===== src/hw/rtl/sbusld_pkg.sv =====
// Shared constants and controller/datapath interface types of the SBUS loss-window decoder.
`default_nettype none

package sbusld_pkg;

  localparam int          ChannelBits  = 11;
  localparam int          PayloadBytes = 22;
  localparam int          PayloadBits  = PayloadBytes * 8;
  localparam int          IndexBits    = 4;
  localparam int          QuotBits     = 7;
  localparam int          PercentScale = 100;
  localparam int          FlagLostBit  = 2;
  localparam logic [7:0]  HeaderByte   = 8'h0F;
  localparam logic [7:0]  FlagsBadMask = 8'hF0;
  localparam logic [7:0]  EndByte      = 8'h00;
  localparam logic [10:0] DigitalOn    = 11'd2000;
  localparam logic [10:0] DigitalOff   = 11'd1000;

  // Commands from the controller to the datapath.
  typedef struct packed {
    logic clr_cnt;
    logic shift_in;
    logic cap_flags;
    logic upd_win;
    logic div_start;
    logic emit_next;
  } sbusld_cmd_t;

  // Status from the datapath to the controller.
  typedef struct packed {
    logic header_hit;
    logic pay_last;
    logic flags_bad;
    logic end_ok;
    logic div_last;
    logic emit_last;
  } sbusld_status_t;

endpackage

`default_nettype wire


===== src/hw/rtl/sbusld_pct_div.sv =====
// Percentage unit that scales the window loss count by 100 over the window length.
`default_nettype none

module sbusld_pct_div
  import sbusld_pkg::*;
#(
  parameter int WINDOW = 333,
  parameter int CW     = 9
) (
  input  wire logic                clk_i,
  input  wire logic                rst_ni,
  input  wire logic                start_i,
  input  wire logic [CW-1:0]       count_i,
  output logic                     last_o,
  output logic [QuotBits-1:0]      quot_o
);

  // The dividend count * 100 stays below 2^XW. Multiplying it by the
  // rounded-up reciprocal 2^SH / WINDOW and dropping SH bits gives the exact
  // truncated quotient over that whole range. The constant 100 is folded
  // into the reciprocal, so a single multiplication remains.
  localparam int              XW     = $clog2(WINDOW * PercentScale + 1);
  localparam int              LW     = $clog2(WINDOW);
  localparam int              SH     = XW + LW;
  localparam longint unsigned Recip  = ((64'd1 << SH) + WINDOW - 1) / WINDOW;
  localparam longint unsigned Factor = Recip * PercentScale;
  localparam int              FW     = $clog2(Factor + 1);
  localparam int              PW     = CW + FW;

  logic [PW-1:0]       prod;
  logic [QuotBits-1:0] quot_q;
  logic                done_q;

  assign prod   = PW'(count_i) * PW'(Factor);
  assign last_o = done_q;
  assign quot_o = quot_q;

  always_ff @(posedge clk_i or negedge rst_ni) begin
    if (!rst_ni) begin
      done_q <= 1'b0;
    end else begin
      done_q <= start_i;
    end
  end

  always_ff @(posedge clk_i) begin
    if (start_i) begin
      quot_q <= QuotBits'(prod >> SH);
    end
  end

endmodule

`default_nettype wire


===== src/hw/rtl/sbusld_datapath.sv =====
// Datapath: payload shift register, flags, loss window memory, counters and output fields.
`default_nettype none

module sbusld_datapath
  import sbusld_pkg::*;
#(
  parameter int WINDOW   = 333,
  parameter int CHANNELS = 16
) (
  input  wire logic                 clk_i,
  input  wire logic                 rst_ni,
  input  wire logic [7:0]           rx_byte_i,
  input  wire sbusld_cmd_t          cmd_i,
  output sbusld_status_t            status_o,
  output logic [IndexBits-1:0]      channel_index_o,
  output logic [ChannelBits-1:0]    channel_value_o,
  output logic [10:0]               digital_one_o,
  output logic [10:0]               digital_two_o,
  output logic                      frame_lost_o,
  output logic [8:0]                lost_in_window_o,
  output logic [QuotBits-1:0]       lost_percent_o,
  output logic [31:0]               lost_total_o
);

  localparam int CW = $clog2(WINDOW + 1);
  localparam int PW = (WINDOW > 1) ? $clog2(WINDOW) : 1;

  logic [4:0]             byte_cnt_q;
  logic [PayloadBits-1:0] pay_q;
  logic [7:0]             flags_q;
  logic [PW-1:0]          ptr_q;
  logic                   wrapped_q;
  logic [CW-1:0]          count_q;
  logic [CW-1:0]          count_d;
  logic [31:0]            total_q;
  logic [IndexBits-1:0]   idx_q;
  logic                   old_bit_q;
  logic                   old_eff;
  logic                   lost;
  logic                   win_mem [WINDOW];
  logic [CW+8:0]          count_ext;

  assign lost    = flags_q[FlagLostBit];
  // Entries at or past the pointer were never written until the pointer wraps once.
  assign old_eff = wrapped_q & old_bit_q;
  assign count_d = count_q - CW'(old_eff) + CW'(lost);

  assign status_o.header_hit = (rx_byte_i == HeaderByte);
  assign status_o.pay_last   = (byte_cnt_q == 5'(PayloadBytes - 1));
  assign status_o.flags_bad  = |(rx_byte_i & FlagsBadMask);
  assign status_o.end_ok     = (rx_byte_i == EndByte);
  assign status_o.emit_last  = (idx_q == IndexBits'(CHANNELS - 1));

  always_ff @(posedge clk_i or negedge rst_ni) begin
    if (!rst_ni) begin
      byte_cnt_q <= 5'd0;
      ptr_q      <= '0;
      wrapped_q  <= 1'b0;
      count_q    <= '0;
      total_q    <= 32'd0;
      idx_q      <= '0;
    end else begin
      if (cmd_i.clr_cnt) begin
        byte_cnt_q <= 5'd0;
      end else if (cmd_i.shift_in) begin
        byte_cnt_q <= byte_cnt_q + 5'd1;
      end
      if (cmd_i.upd_win) begin
        count_q <= count_d;
        total_q <= total_q + 32'(lost);
        if (ptr_q == PW'(WINDOW - 1)) begin
          ptr_q     <= '0;
          wrapped_q <= 1'b1;
        end else begin
          ptr_q <= ptr_q + PW'(1);
        end
      end
      if (cmd_i.emit_next) begin
        idx_q <= status_o.emit_last ? '0 : idx_q + IndexBits'(1);
      end
    end
  end

  // Bytes enter at the top so that payload bit n ends up at vector bit n.
  always_ff @(posedge clk_i) begin
    if (cmd_i.shift_in) begin
      pay_q <= {rx_byte_i, pay_q[PayloadBits-1:8]};
    end else if (cmd_i.emit_next) begin
      pay_q <= pay_q >> ChannelBits;
    end
    if (cmd_i.cap_flags) begin
      flags_q <= rx_byte_i;
    end
  end

  always_ff @(posedge clk_i) begin
    if (cmd_i.upd_win) begin
      win_mem[ptr_q] <= lost;
    end
    old_bit_q <= win_mem[ptr_q];
  end

  sbusld_pct_div #(
    .WINDOW (WINDOW),
    .CW     (CW)
  ) u_div (
    .clk_i   (clk_i),
    .rst_ni  (rst_ni),
    .start_i (cmd_i.div_start),
    .count_i (count_q),
    .last_o  (status_o.div_last),
    .quot_o  (lost_percent_o)
  );

  assign count_ext        = {{9{1'b0}}, count_q};
  assign channel_index_o  = idx_q;
  assign channel_value_o  = pay_q[ChannelBits-1:0];
  assign digital_one_o    = flags_q[0] ? DigitalOn : DigitalOff;
  assign digital_two_o    = flags_q[1] ? DigitalOn : DigitalOff;
  assign frame_lost_o     = lost;
  assign lost_in_window_o = count_ext[8:0];
  assign lost_total_o     = total_q;

endmodule

`default_nettype wire


===== src/hw/rtl/sbusld_ctrl.sv =====
// Controller state machine that sequences frame reception, window update, divide and burst.
`default_nettype none

module sbusld_ctrl
  import sbusld_pkg::*;
(
  input  wire logic           clk_i,
  input  wire logic           rst_ni,
  input  wire logic           in_valid_i,
  output logic                in_ready_o,
  output logic                out_valid_o,
  input  wire logic           out_ready_i,
  input  wire sbusld_status_t status_i,
  output sbusld_cmd_t         cmd_o
);

  typedef enum logic [7:0] {
    S_HUNT  = 8'b0000_0001,
    S_PAY   = 8'b0000_0010,
    S_FLAGS = 8'b0000_0100,
    S_END   = 8'b0000_1000,
    S_UPD   = 8'b0001_0000,
    S_LOAD  = 8'b0010_0000,
    S_DIV   = 8'b0100_0000,
    S_EMIT  = 8'b1000_0000
  } state_e;

  state_e state_q, state_d;
  logic   in_fire;
  logic   out_fire;

  assign in_ready_o  = state_q inside {S_HUNT, S_PAY, S_FLAGS, S_END};
  assign out_valid_o = (state_q == S_EMIT);
  assign in_fire     = in_valid_i && in_ready_o;
  assign out_fire    = out_valid_o && out_ready_i;

  always_comb begin
    state_d = state_q;
    cmd_o   = '0;
    case (state_q)
      S_HUNT: begin
        if (in_fire && status_i.header_hit) begin
          cmd_o.clr_cnt = 1'b1;
          state_d       = S_PAY;
        end
      end
      S_PAY: begin
        if (in_fire) begin
          cmd_o.shift_in = 1'b1;
          if (status_i.pay_last) begin
            state_d = S_FLAGS;
          end
        end
      end
      S_FLAGS: begin
        if (in_fire) begin
          if (status_i.flags_bad) begin
            state_d = S_HUNT;
          end else begin
            cmd_o.cap_flags = 1'b1;
            state_d         = S_END;
          end
        end
      end
      S_END: begin
        if (in_fire) begin
          state_d = status_i.end_ok ? S_UPD : S_HUNT;
        end
      end
      S_UPD: begin
        cmd_o.upd_win = 1'b1;
        state_d       = S_LOAD;
      end
      S_LOAD: begin
        cmd_o.div_start = 1'b1;
        state_d         = S_DIV;
      end
      S_DIV: begin
        if (status_i.div_last) begin
          state_d = S_EMIT;
        end
      end
      S_EMIT: begin
        if (out_fire) begin
          cmd_o.emit_next = 1'b1;
          if (status_i.emit_last) begin
            state_d = S_HUNT;
          end
        end
      end
      default: begin
        state_d = S_HUNT;
      end
    endcase
  end

  always_ff @(posedge clk_i or negedge rst_ni) begin
    if (!rst_ni) begin
      state_q <= S_HUNT;
    end else begin
      state_q <= state_d;
    end
  end

endmodule

`default_nettype wire


===== src/hw/rtl/sbus_frame_decoder_loss_window.sv =====
// Top level of the SBUS frame decoder with a sliding frame-loss window.
//
// Input channel: one received SBUS byte per beat on rx_byte_i, handshaked by
// in_valid_i and in_ready_o. The block hunts for the 0x0F header, collects the
// 22 payload bytes and the flags byte, and checks the end byte. A flags byte
// with any upper-nibble bit set, or a nonzero end byte, drops the frame.
// Output channel: for each good frame a burst of CHANNELS beats, one per
// 11-bit channel, handshaked by out_valid_o and out_ready_i. Every beat also
// carries the digital channels, the lost flag, the window loss count, its
// percentage and the lost total; last_of_frame_o marks the final beat.
// While receiving, one byte is taken per cycle. After a good end byte the
// input is closed: the UPD state updates the loss window memory (its old
// entry was read in the end-byte cycle), the LOAD state forms the percentage
// with a reciprocal multiplication, and the DIV state hands it to the burst.
// Beats then follow in the EMIT state, one per cycle while out_ready_i is
// high. A stalled receiver simply holds the current beat and the block takes
// no byte until the last beat is gone. Reset returns to header hunting and
// empties the window; window entries not yet written since reset read as zero
// until the write pointer has wrapped once, so no clearing pass runs.
`default_nettype none

module sbus_frame_decoder_loss_window
  import sbusld_pkg::*;
#(
  parameter int WINDOW   = 333,
  parameter int CHANNELS = 16
) (
  input  wire logic                 clk_i,
  input  wire logic                 rst_ni,
  input  wire logic                 in_valid_i,
  output logic                      in_ready_o,
  input  wire logic [7:0]           rx_byte_i,
  output logic                      out_valid_o,
  input  wire logic                 out_ready_i,
  output logic [IndexBits-1:0]      channel_index_o,
  output logic [ChannelBits-1:0]    channel_value_o,
  output logic [10:0]               digital_one_o,
  output logic [10:0]               digital_two_o,
  output logic                      frame_lost_o,
  output logic [8:0]                lost_in_window_o,
  output logic [QuotBits-1:0]       lost_percent_o,
  output logic [31:0]               lost_total_o,
  output logic                      last_of_frame_o
);

  sbusld_cmd_t    cmd;
  sbusld_status_t status;

  // The controller owns both handshakes; the datapath only sees commands.
  sbusld_ctrl u_ctrl (
    .clk_i       (clk_i),
    .rst_ni      (rst_ni),
    .in_valid_i  (in_valid_i),
    .in_ready_o  (in_ready_o),
    .out_valid_o (out_valid_o),
    .out_ready_i (out_ready_i),
    .status_i    (status),
    .cmd_o       (cmd)
  );

  sbusld_datapath #(
    .WINDOW   (WINDOW),
    .CHANNELS (CHANNELS)
  ) u_dp (
    .clk_i            (clk_i),
    .rst_ni           (rst_ni),
    .rx_byte_i        (rx_byte_i),
    .cmd_i            (cmd),
    .status_o         (status),
    .channel_index_o  (channel_index_o),
    .channel_value_o  (channel_value_o),
    .digital_one_o    (digital_one_o),
    .digital_two_o    (digital_two_o),
    .frame_lost_o     (frame_lost_o),
    .lost_in_window_o (lost_in_window_o),
    .lost_percent_o   (lost_percent_o),
    .lost_total_o     (lost_total_o)
  );

  assign last_of_frame_o = status.emit_last;

  // Bytes are never taken while a burst is pending or being delivered.
  a_no_overlap : assert property (@(posedge clk_i) disable iff (!rst_ni)
    !(in_ready_o && out_valid_o))
    else $error("input open while a burst is pending");

  // Channel indexes advance by one within a burst.
  a_index_step : assert property (@(posedge clk_i) disable iff (!rst_ni)
    out_valid_o && out_ready_i && !last_of_frame_o |=>
      out_valid_o && (channel_index_o == $past(channel_index_o) + IndexBits'(1)))
    else $error("channel index did not advance by one");

  // The burst ends right after its last beat is taken.
  a_burst_end : assert property (@(posedge clk_i) disable iff (!rst_ni)
    out_valid_o && out_ready_i && last_of_frame_o |=> !out_valid_o && in_ready_o)
    else $error("burst did not end after its last beat");

  // The percentage never exceeds one hundred.
  a_pct_range : assert property (@(posedge clk_i) disable iff (!rst_ni)
    out_valid_o |-> (lost_percent_o <= QuotBits'(PercentScale)))
    else $error("loss percentage out of range");

endmodule

`default_nettype wire


===== config.mk =====
export PLATFORM = sky130hd
export DESIGN_NAME = sbus_frame_decoder_loss_window
export DESIGN_NICKNAME = d
export VERILOG_FILES = /design/src/hw/rtl/sbusld_pkg.sv /design/src/hw/rtl/sbusld_pct_div.sv /design/src/hw/rtl/sbusld_datapath.sv /design/src/hw/rtl/sbusld_ctrl.sv /design/src/hw/rtl/sbus_frame_decoder_loss_window.sv
export SDC_FILE = /design/constraint.sdc
export NUM_CORES = 1
export LEC_CHECK = 0
export BUFFER_PORTS_ARGS = -buffer_cell sky130_fd_sc_hd__buf_2
export CAP_MARGIN = 5
export CORE_UTILIZATION = 45
export DETAILED_ROUTE_END_ITERATION = 16
export GPL_TIMING_DRIVEN = 0
export HOLD_SLACK_MARGIN = 0.08
export PLACE_DENSITY = 0.69
export SYNTH_ARGS = -nofsm -noshare
export SYNTH_HDL_FRONTEND = slang
export SYNTH_SLANG_ARGS = --single-unit

===== constraint.sdc =====
create_clock -name clk_i -period 19.5 [get_ports clk_i]
set_input_delay 2.925 -clock clk_i [delete_from_list [all_inputs] [get_ports clk_i]]
set_output_delay 2.925 -clock clk_i [all_outputs]
set_load 0.05 [all_outputs]

## After elaboration in Yosys (flattened, before gate mapping)

Memory sizes are Yosys's and may differ from the RTL's. A register that Yosys moved wholly into a read port is not among the register bits.
Index checks and enable logic that the tools add are counted.

| word-level totals | value |
|---|---|
| input bits | 12 |
| memories kept | 1 |
| logic and storage cells | 82 |
| RAM bits | 333 |
| register bits | 255 |

Memory list:

| memory | depth | width | rd ports | clocked after Yosys merged registers in | write ports | line | text |
|---|---|---|---|---|---|---|---|
| u_dp.win_mem | 333 | 1 | 1 | 1 | 1 | sbusld_datapath.sv:40 | `logic win_mem [WINDOW];` |

| cells by class | value |
|---|---|
| multipliers | 1 |
| bitwise logic cells | 1 |
| eq/ne operators | 20 |
| multiplexer cells | 32 |
| reduce and logical (&&, ||, !) cells | 10 |
| $add $sub $neg | 6 |

Operators by type and width:

| operator | number |
|---|---|
| 2-to-1 mux 176 bit | 2 |
| 2-to-1 mux 8 bit | 8 |
| one-hot mux 8 bit (8 select lines) | 1 |
| adder 32 x 1 -> 32 bit | 1 |
| multiplier 9 x 22 -> 30 bit (second input constant) | 1 |
| 2-to-1 mux 11 bit | 2 |
| == test 8 x 4 -> 1 bit (second input constant) | 2 |
| 2-to-1 mux 5 bit | 3 |
| 2-to-1 mux 1 bit | 13 |
| adder 9 x 1 -> 9 bit | 1 |
| adder 9 x 1 -> 9 bit (second input constant) | 1 |
| == test 9 bit (second input constant) | 1 |
| 2-to-1 mux 9 bit | 1 |
| subtractor 9 x 1 -> 9 bit | 1 |
| == test 8 x 1 -> 1 bit (second input constant) | 1 |
| == test 8 x 2 -> 1 bit (second input constant) | 1 |
| == test 8 x 3 -> 1 bit (second input constant) | 1 |
| == test 8 x 5 -> 1 bit (second input constant) | 1 |
| == test 8 x 6 -> 1 bit (second input constant) | 1 |
| == test 8 x 7 -> 1 bit (second input constant) | 1 |
| == test 8 bit (second input constant) | 1 |
| logical NOT 8 bit | 1 |
| 2-to-1 mux 4 bit | 2 |
| != test 2 x 1 -> 1 bit (second input constant) | 4 |
| 12 further kinds | 18 |

## Longest topological paths before layout

Gate-level depths: netlist of run 1.

| depth | value |
|---|---|
| depth after elaboration | 7 |
| gate-level depth with buffers | 16 |
| gate-level depth less buffers | 16 |

## Modules after synthesis

A second synthesis of run 1 with hierarchy kept.

| second synthesis, totals | value |
|---|---|
| cells, all modules | 2,009 |
| area total of the unflattened synthesis | 28,202.0 µm² |

By module, submodules not included:

| module | cells each | area each (µm²) | seq. area each (µm²) | times used |
|---|---|---|---|---|
| sbusld_datapath | 1,689 | 25,085.3 | 16,896.2 | 1 |
| sbusld_pct_div | 253 | 2,546.2 | 235.2 | 1 |
| sbusld_ctrl | 67 | 570.5 | 201.4 | 1 |

## Worst setup path after synthesis of run 1

No wires, ideal clock.

| path | value |
|---|---|
| path type | input to register |
| start point | input port in_valid_i |
| end point | register u_dp.pay_q[0] (enable) |
| data arrival time | 8.091 ns |
| buffers on the path | 2 |
| stages | 5 |
| slack | 10.842 ns |
| path through | inv_1 -> nor3_1 -> clkbuf_1 -> buf_1 -> nand2b_1 |

| on the way | value |
|---|---|
| word-level cells in the longest chain between the ends | 4 |

Ends and longest elaborated chain:

| item | line | text |
|---|---|---|
| start, declared | sbus_frame_decoder_loss_window.sv:30 | `input wire logic in_valid_i,` |
| logical AND 1 bit | sbusld_ctrl.sv:34 | `assign in_fire = in_valid_i && in_ready_o;` |
| 2-to-1 mux 1 bit | sbusld_ctrl.sv:48 | `if (in_fire) begin` |
| 2-to-1 mux 1 bit | sbusld_ctrl.sv:40 | `case (state_q)` |
| nonzero test 2 bit (no line) | n/a |  |
| end signal, assigned | sbusld_datapath.sv:87 | `pay_q <= {rx_byte_i, pay_q[PayloadBits-1:8]};` |
| end signal, assigned | sbusld_datapath.sv:89 | `pay_q <= pay_q >> ChannelBits;` |
| end, declared | sbusld_datapath.sv:29 | `logic [PayloadBits-1:0] pay_q;` |

No other way between the ends.
A chain may end at the register's enable or synchronous reset.

## Worst setup path in the final report of run 1

| path | value |
|---|---|
| start point | input port in_valid_i |
| end point | register u_dp.pay_q[4] (enable) |

The elaborated chain is that of the path after synthesis.

==> results.txt, run 1 <==
Fin util: 52.0%
Pleak: 11.6 nW
DRC violation total after the first TritonRoute iteration: 1823
H-tree depth: 2
CP cell instances: buf_2, inv_1, nor3_1, clkbuf_1, buf_1, nand2b_4, buf_16, buf_16
WL met2: 31500 µm
Dpl hpwl: 44300 µm
Final wirelength: 65200 µm
Net switching power: 504 µW
Clk Latency, worst-skew pair: 0.63 ns
Met1 Routed Length: 27300 µm
Initial Utilization: 45.9%
Final setup margin: 13.68 ns
Core box area: 62200 µm²
Inserted Diodes: 0
Avg Cell Area, Syn: 13.6 µm²
Top Ports: 101
TritonRoute pass-1 iters: 5
Clk buf depth: 3
Cell internal pwr: 2.00 mW
HP Class: reg -> reg
Final period utilization: 29.8%
WP data arrival: 6.07 ns
Die span in x: 254 µm
Clk_skew: 0.0381 ns
WL/cell: 20.7 µm
Setup Total Neg Slack: 0 ns
CP max stage delay: 0.66 ns
Area Overhead vs Synth: 13.3%
GPL Wtd Cong: 0.935
Seq pwr share: 54.4%
Fin. max-slew vios: 0
Synthesized flop and latch total: 589
WP data required: 19.76 ns
Comb power frac: 1.6%
CP startpoint kind: input pin
Actual slew at the worst max-slew pin: 1.18 ns
Share of layout cells above drive strength 1: 22.5%
CTS sink count: 589
Top delay family on crit path: buffers and inverters
Mapped Cells: 2098
Hold buffer count at CTS: 0
Setup violators final: 0
Initial antenna violation count: 1
Post-route cell area: 32300 µm²
Total power: 2.50 mW
Clock share of power: 44.0%
Max-cap violations: 0
CP Capture Type: register
Top layer in use: met5
Final Net Count: 2413
Switching part of the total: 20.1%
Row cnt: 91
Post-DRT Antenna Nets: 0
Fmax: 172 MHz
Setup slack after placement: 12.93 ns
EDFF count, synth: 519
Status: finished, final reports clean
Sequential element share of the synthesized area: 60.7%
Total die area: 64500 µm²
Vias in the first global route: 17726
Max-Slew Margin vs Limit: 21.4%
Wire length of the first global-routing pass: 101000 µm
DR vias: 17695
DRC viols: 0
Cell taking the most area after synthesis: edfxtp_1
Kind of critical path: in -> reg
P per Cell Area: 77.4 nW/µm²
Count of cell types in the netlist: 80
Critical path buffer and inverter count: 6
Placed cell area: 30500 µm²
Met3 Routed Length: 4770 µm
Unrepaired setup endpoints after global routing: false
Postcts setup bufs: 0
TritonCTS clock tree: done
Final Hold Vio Count: 0
Ys flop type: edfxtp_1
Synth async-reset ratio: 11.7%
Root buffer cell: clkbuf_16
Top cells by area, synth: edfxtp_1 55%, mux2_2 7.3%, dfrtp_1 6.0%, mux4_2 5.1%, nor2_1 4.9%
Yosys top cell area share: 54.6%
R2R Setup Slk: 14.20 ns
Total GRT Usage: 20.5%
Drt via density: 5.61
Total gr overflow: 0
Slowest CP cell: nand2b_4
Fin crit period: 5.82 ns
Post-Syn Area: 28500 µm²
Peak supply drop: 0.0000659 V
Input/output buffers: 86
CP Max Fanout: 75
CTS buffer count: 58
Cts repair resizes: 0
Pin count of the biggest net entering global routing: 76
Die height: 254 µm
Clock Pin Slew Worst Setup and Hold Paths: 0.06 ns
Most used cell, CP: buf_16
Ys Warns: 0
final timing paths:
path | from | depth (start not counted) | to
min | u_dp.wrapped_q | 1 | u_dp.wrapped_q
min in group asynchronous | rst_ni | 1 | u_dp.lost_in_window_o[2]
min reg2reg | u_dp.wrapped_q | 1 | u_dp.wrapped_q
max | in_valid_i | 8 | u_dp.pay_q[4]
max in group asynchronous | rst_ni | 2 | u_ctrl.state_q[0]
max reg2reg | u_dp.lost_in_window_o[7] | 16 | u_dp.u_div.quot_o[5]
worst register-to-register path: cells and delay by family (launching register included):
family / cells / cell delay, ns
flops: 1 / 0.67
xor+xnor: 1 / 0.16
simple gates: 1 / 0.15
fa+ha+maj: 5 / 2.31
buf+inv: 4 / 0.48
compound gates: 5 / 1.26
state kept, by name (all words and copies together) (netlist names):
register,count
u_dp.lost_total_o,32
u_dp.win_mem,333
u_dp.flags_q,3
u_ctrl.state_q,8
u_dp.byte_cnt_q,5
u_dp.lost_in_window_o,9
u_dp.wrapped_q,1
u_dp.u_div.last_o,1
u_dp.channel_index_o,4
u_dp.pay_q,176
u_dp.old_bit_q,1
u_dp.u_div.quot_o,7
u_dp.ptr_q,9
stage by stage:
step / cells / hold slack [ns]
6_report: 3156 / 0.468
5_1_grt: 3156 / 0.489
4_1_cts: 3156 / 0.468
3_5_place_dp: 3047 / 0.453
3_3_place_gp: 3033 / 0.451
2_1_floorplan: 2110 / 0.431
cell usage after synthesis, drive strengths merged, types with 3 or more instances:
master and count:
a22oi 22, xor2 21, o41ai 3, nand2 105, mux4 65, edfxtp 519
nor4 7, xnor2 27, a2111oi 9, nor3 12, and3 14, nand4 9
fa 34, clkbuf 77, a22o 4, nor3b 5, mux2i 21, o211ai 5
a21oi 24, nand2b 6, buf 73, or4 5, dfrtp 68, or2 6
inv 113, a21o 11, and2 19, o21bai 6, nor2b 13, or3 4
nor2 380, o22ai 11, nand3 26, o21ai 32, o2111ai 5, a211oi 15
mux2 185, o31ai 7, ha 97
cell usage in the layout (no fill, tap or decap), types with 31 or more instances in the layout:
master	count
buf_2	113
buf_4	35
clkbuf_1	98
clkbuf_16	62
dfrtp_1	68
edfxtp_1	519
fa_1	34
ha_1	97
inv_1	112
mux2_2	184
mux4_2	65
nand2_1	104
nor2_1	373
o21ai_0	31
cell type report:
| type | instances | area, µm² |
|---|---|---|
| Inverter | 114 | 428 |
| Buffer | 150 | 791 |
| Clock inverter | 18 | 135 |
| Sequential cell | 589 | 17300 |
| Multi-Input combinational cell | 1257 | 10000 |
| Tap cell | 837 | 1050 |
| Timing Repair Buffer | 100 | 818 |
| Clock buffer | 91 | 1740 |
| Fill cell | 5244 | 29800 |
per-layer routing:
metal	vias to the layer above	track usage, %
met5	-	0
met4	2	6.39
met3	121	2.81
met2	695	33.9
met1	8962	28.2
li1	7915	-
cells by family (layout without fill, tap and decap cells):
logic type	Yosys count	count (layout)	share of synthesized area, %
simple gates	623	623	9.63
flops	589	589	60.7
mux	271	271	13.2
buf+inv	264	473	4.27
compound gates	170	170	4.08
fa+ha+maj	131	131	6.64
xor+xnor	48	48	1.47
other cells	2	14	0.0263
power groups by stage:
| stage | sequential (mW) | clock, mW | combinational (mW) |
|---|---|---|---|
| final | 1.36 | 1.10 | 0.0404 |
| after CTS | 1.36 | 1.12 | 0.0401 |
| after floorplan | 1.39 | 0 | 0.0291 |
| after detailed placement | 1.39 | 0 | 0.0399 |
| after global routing | 1.36 | 1.16 | 0.0428 |
| after global placement | 1.39 | 0 | 0.0379 |
No activity file was read; power rests on OpenSTA's default activity.
==> run 2: changes to the inputs <==
==> constraint.sdc (replaced) <==
create_clock -name clk_i -period 5.57 [get_ports clk_i]
set_input_delay 0.8355 -clock clk_i [delete_from_list [all_inputs] [get_ports clk_i]]
set_output_delay 0.8355 -clock clk_i [all_outputs]
set_load 0.05 [all_outputs]
==> run 2 against run 1 <==
Against the previous run:
- global-route usage up 0.17 points
- final cell count about the same
- critical path depth up 8
- sequential share of layout area down 0.24 points
- register-to-register slack worse by 14 ns
- clock-buffer cell count down 19
- worst hold slack worse by 0.046 ns
- die area unchanged
- sequential power rose to 3.5 times the previous value
- final area up 0.45%
- critical path type is now reg -> reg
==> results.txt, run 2 (synthesis gave the netlist of run 1 again) <==
Inserted Diodes: 0 (unchanged)
CP Capture Type: register
Reg with most FFs: u_dp.win_mem
Most used cell, CP: inv_1
R2r endpoint: u_dp.u_div.quot_o[5]
TritonRoute pass-1 iters: 6 (+1)
Die height: 254 µm (unchanged)
Final setup margin: 0.393 ns (-13.29 ns)
RR Startpoint: u_dp.lost_in_window_o[7]
Worst hold path depth: 1 (unchanged)
Postcts setup bufs: 0 (unchanged)
Min-Delay Startpoint: rx_byte_i[0]
Total die area: 64500 µm² (unchanged)
Setup slack after placement: 0.351 ns (-12.58 ns)
Final period utilization: 92.9%
Unrepaired setup endpoints after global routing: false
HP Class: in -> reg
Initial antenna violation count: 0 (-1)
Root buffer cell: clkbuf_16
Most common cell after layout, fill and taps aside: edfxtp_1
Peak supply drop: 0.000218 V (+230%)
Pleak: 11.7 nW (+0.54%)
Total gr overflow: 0 (unchanged)
CP Max Fanout: 10 (-87%)
Clk_skew: 0.0239 ns (-0.0142 ns)
H-tree depth: 2 (unchanged)
Depth of the worst register-to-register path: 16 (unchanged)
Pin count of the biggest net entering global routing: 74 (-2.6%)
WL/cell: 20.7 µm (+0.29%)
Core box area: 62200 µm² (unchanged)
Final wirelength: 65500 µm (+0.35%)
Total GRT Usage: 20.7% (+0.17 points)
WP data required: 5.94 ns (-13.82 ns)
Share of layout cells above drive strength 1: 22.8% (+0.28 points)
Status: finished, final reports clean
Setup Total Neg Slack: 0 ns (unchanged)
Drt via density: 5.58 (-0.48%)
CTS sink count: 589 (unchanged)
Fill count: 5232 (-0.23%)
Input/output buffers: 86 (unchanged)
Final Hold Vio Count: 0 (unchanged)
Setup violators final: 0 (unchanged)
DRC violation total after the first TritonRoute iteration: 1727 (-5.3%)
WP data arrival: 5.55 ns (-0.52 ns)
Max-cap violations: 0 (unchanged)
DR vias: 17621 (-0.42%)
Wire length of the first global-routing pass: 102000 µm (+1.0%)
Fin. max-slew vios: 0 (unchanged)
CP max stage delay: 0.67 ns (about the same)
Initial Utilization: 45.9% (unchanged)
CP startpoint kind: register
Kind of critical path: reg -> reg
Row cnt: 91 (unchanged)
GPL Wtd Cong: 0.899 (-3.8%)
Die span in x: 254 µm (unchanged)
Clock Pin Slew Worst Setup and Hold Paths: 0.06 ns (about the same)
Most frequent cells in the layout: 519 x edfxtp_1, 373 x nor2_1, 184 x mux2_2
Hold Path Sink: u_dp.flags_q[0]
P per Cell Area: 278 nW/µm² (+260%)
Vias in the first global route: 17913 (+1.1%)
Final Net Count: 2415 (+0.083%)
Area Overhead vs Synth: 13.8%
Clk buf depth: 3 (unchanged)
Dpl hpwl: 44500 µm (+0.48%)
Actual slew at the worst max-slew pin: 1.16 ns (-0.0198 ns)
Post-DRT Antenna Nets: 0 (unchanged)
Post-Layout Cell Count: 3158 (+0.063%)
Max reg flops: 333 (unchanged)
Slowest CP cell: dfrtp_1
Max-Slew Margin vs Limit: 22.7% (+1.3 points)
Clk Latency, worst-skew pair: 0.64 ns (about the same)
CP cell instances: inv_1, ha_1, inv_1, fa_1, fa_1, inv_1, fa_1, inv_1, ha_1, nand3_1, a211oi_1, a22oi_1, o21ai_1, o41ai_1, o21bai_1, xor2_1
R2R Setup Slk: 0.39 ns (-13.81 ns)
DRC viols: 0 (unchanged)
CTS buffer count: 59 (+1.7%)
Cells after DPL: 3047 (unchanged)
TritonCTS clock tree: done
Fmax: 193 MHz
Top Ports: 101 (unchanged)
Fin crit period: 5.18 ns
run 2: changes by cell type in the layout (fill, tap and decap cells not counted), moves of 2 or more:
cell,before,now
bufinv_16,1,9
clkbuf_1,98,87
clkbuf_16,62,59
clkbuf_8,8,3
clkinv_1,8,15
clkinv_2,5,8
clkinv_8,0,2
inv_6,3,1
o21ai_0,31,24
o21ai_1,1,8
run 2: final cells by class:
| class | instances | area [µm²] | share of cell area (%) |
|---|---|---|---|
| buffer | 150 | 791 | 2.43 |
| tap | 837 | 1050 | 3.22 |
| timing repair buffer | 101 | 828 | 2.55 |
| multi-input combinational | 1257 | 10100 | 31.0 |
| clock inverter | 38 | 448 | 1.38 |
| clock buffer | 72 | 1560 | 4.79 |
| inverter | 114 | 428 | 1.32 |
| sequential | 589 | 17300 | 53.4 |
run 2: per-stage QoR:
step	util [%]	hold WS [ns]	area [µm²]	power, mW
global placement	48.4	0.452	30100	4.99
floorplan	-	0.431	28600	4.96
finish	52.3	0.422	32500	9.02
global route	52.3	0.400	32500	9.25
detailed placement	49.0	0.459	30500	5.00
CTS	52.3	0.382	32500	9.07
run 2: what timing repair did:
action | CTS | global route
hold endpoints to repair | 1 | 0
gates resized for setup | 0 | 1
hold buffers | 1 | 0
endpoints found under the setup margin | 0 | 2
run 2: worst max-delay path by stage:
stage	slack (ns)	start	end
after floorplan	-1.05	u_dp.flags_q[2]	u_dp.lost_total_o[30]
after global placement	-3.24	u_dp.flags_q[2]	u_dp.lost_total_o[30]
after detailed placement	0.35	u_dp.lost_in_window_o[7]	u_dp.u_div.quot_o[5]
after CTS	0.32	u_dp.lost_in_window_o[7]	u_dp.u_div.quot_o[5]
after global routing	0.09	u_dp.lost_in_window_o[7]	u_dp.u_div.quot_o[5]
final	0.39	u_dp.lost_in_window_o[7]	u_dp.u_div.quot_o[5]
run 2: worst max-delay path: cells and delay by family (launching register included):
family | cells | cell delay (ns)
AO/OA/AOI/OAI | 5 | 1.16
AND/OR/NAND/NOR | 1 | 0.15
flip-flops | 1 | 0.67
buffers and inverters | 4 | 0.47
adder cells (fa/ha/maj) | 5 | 2.30
XOR/XNOR | 1 | 0.16
run 2: metal layers:
| layer | global-route usage [%] | vias up | part of all wire [%] |
|---|---|---|---|
| met2 | 33.5 | 672 | 47 |
| li1 | - | 7911 | - |
| met1 | 28.0 | 8891 | 42 |
| met4 | 7.83 | 0 | 3.4 |
| met5 | 0 | - | 0 |
| met3 | 3.52 | 147 | 7.1 |
run 2: report_power, final:
| part | switching [mW] | total (mW) | internal, mW |
|---|---|---|---|
| combinational | 0.0893 | 0.140 | 0.0505 |
| sequential | 0.0134 | 4.77 | 4.75 |
| clock | 1.71 | 4.11 | 2.41 |
| total | 1.81 | 9.02 | 7.21 |
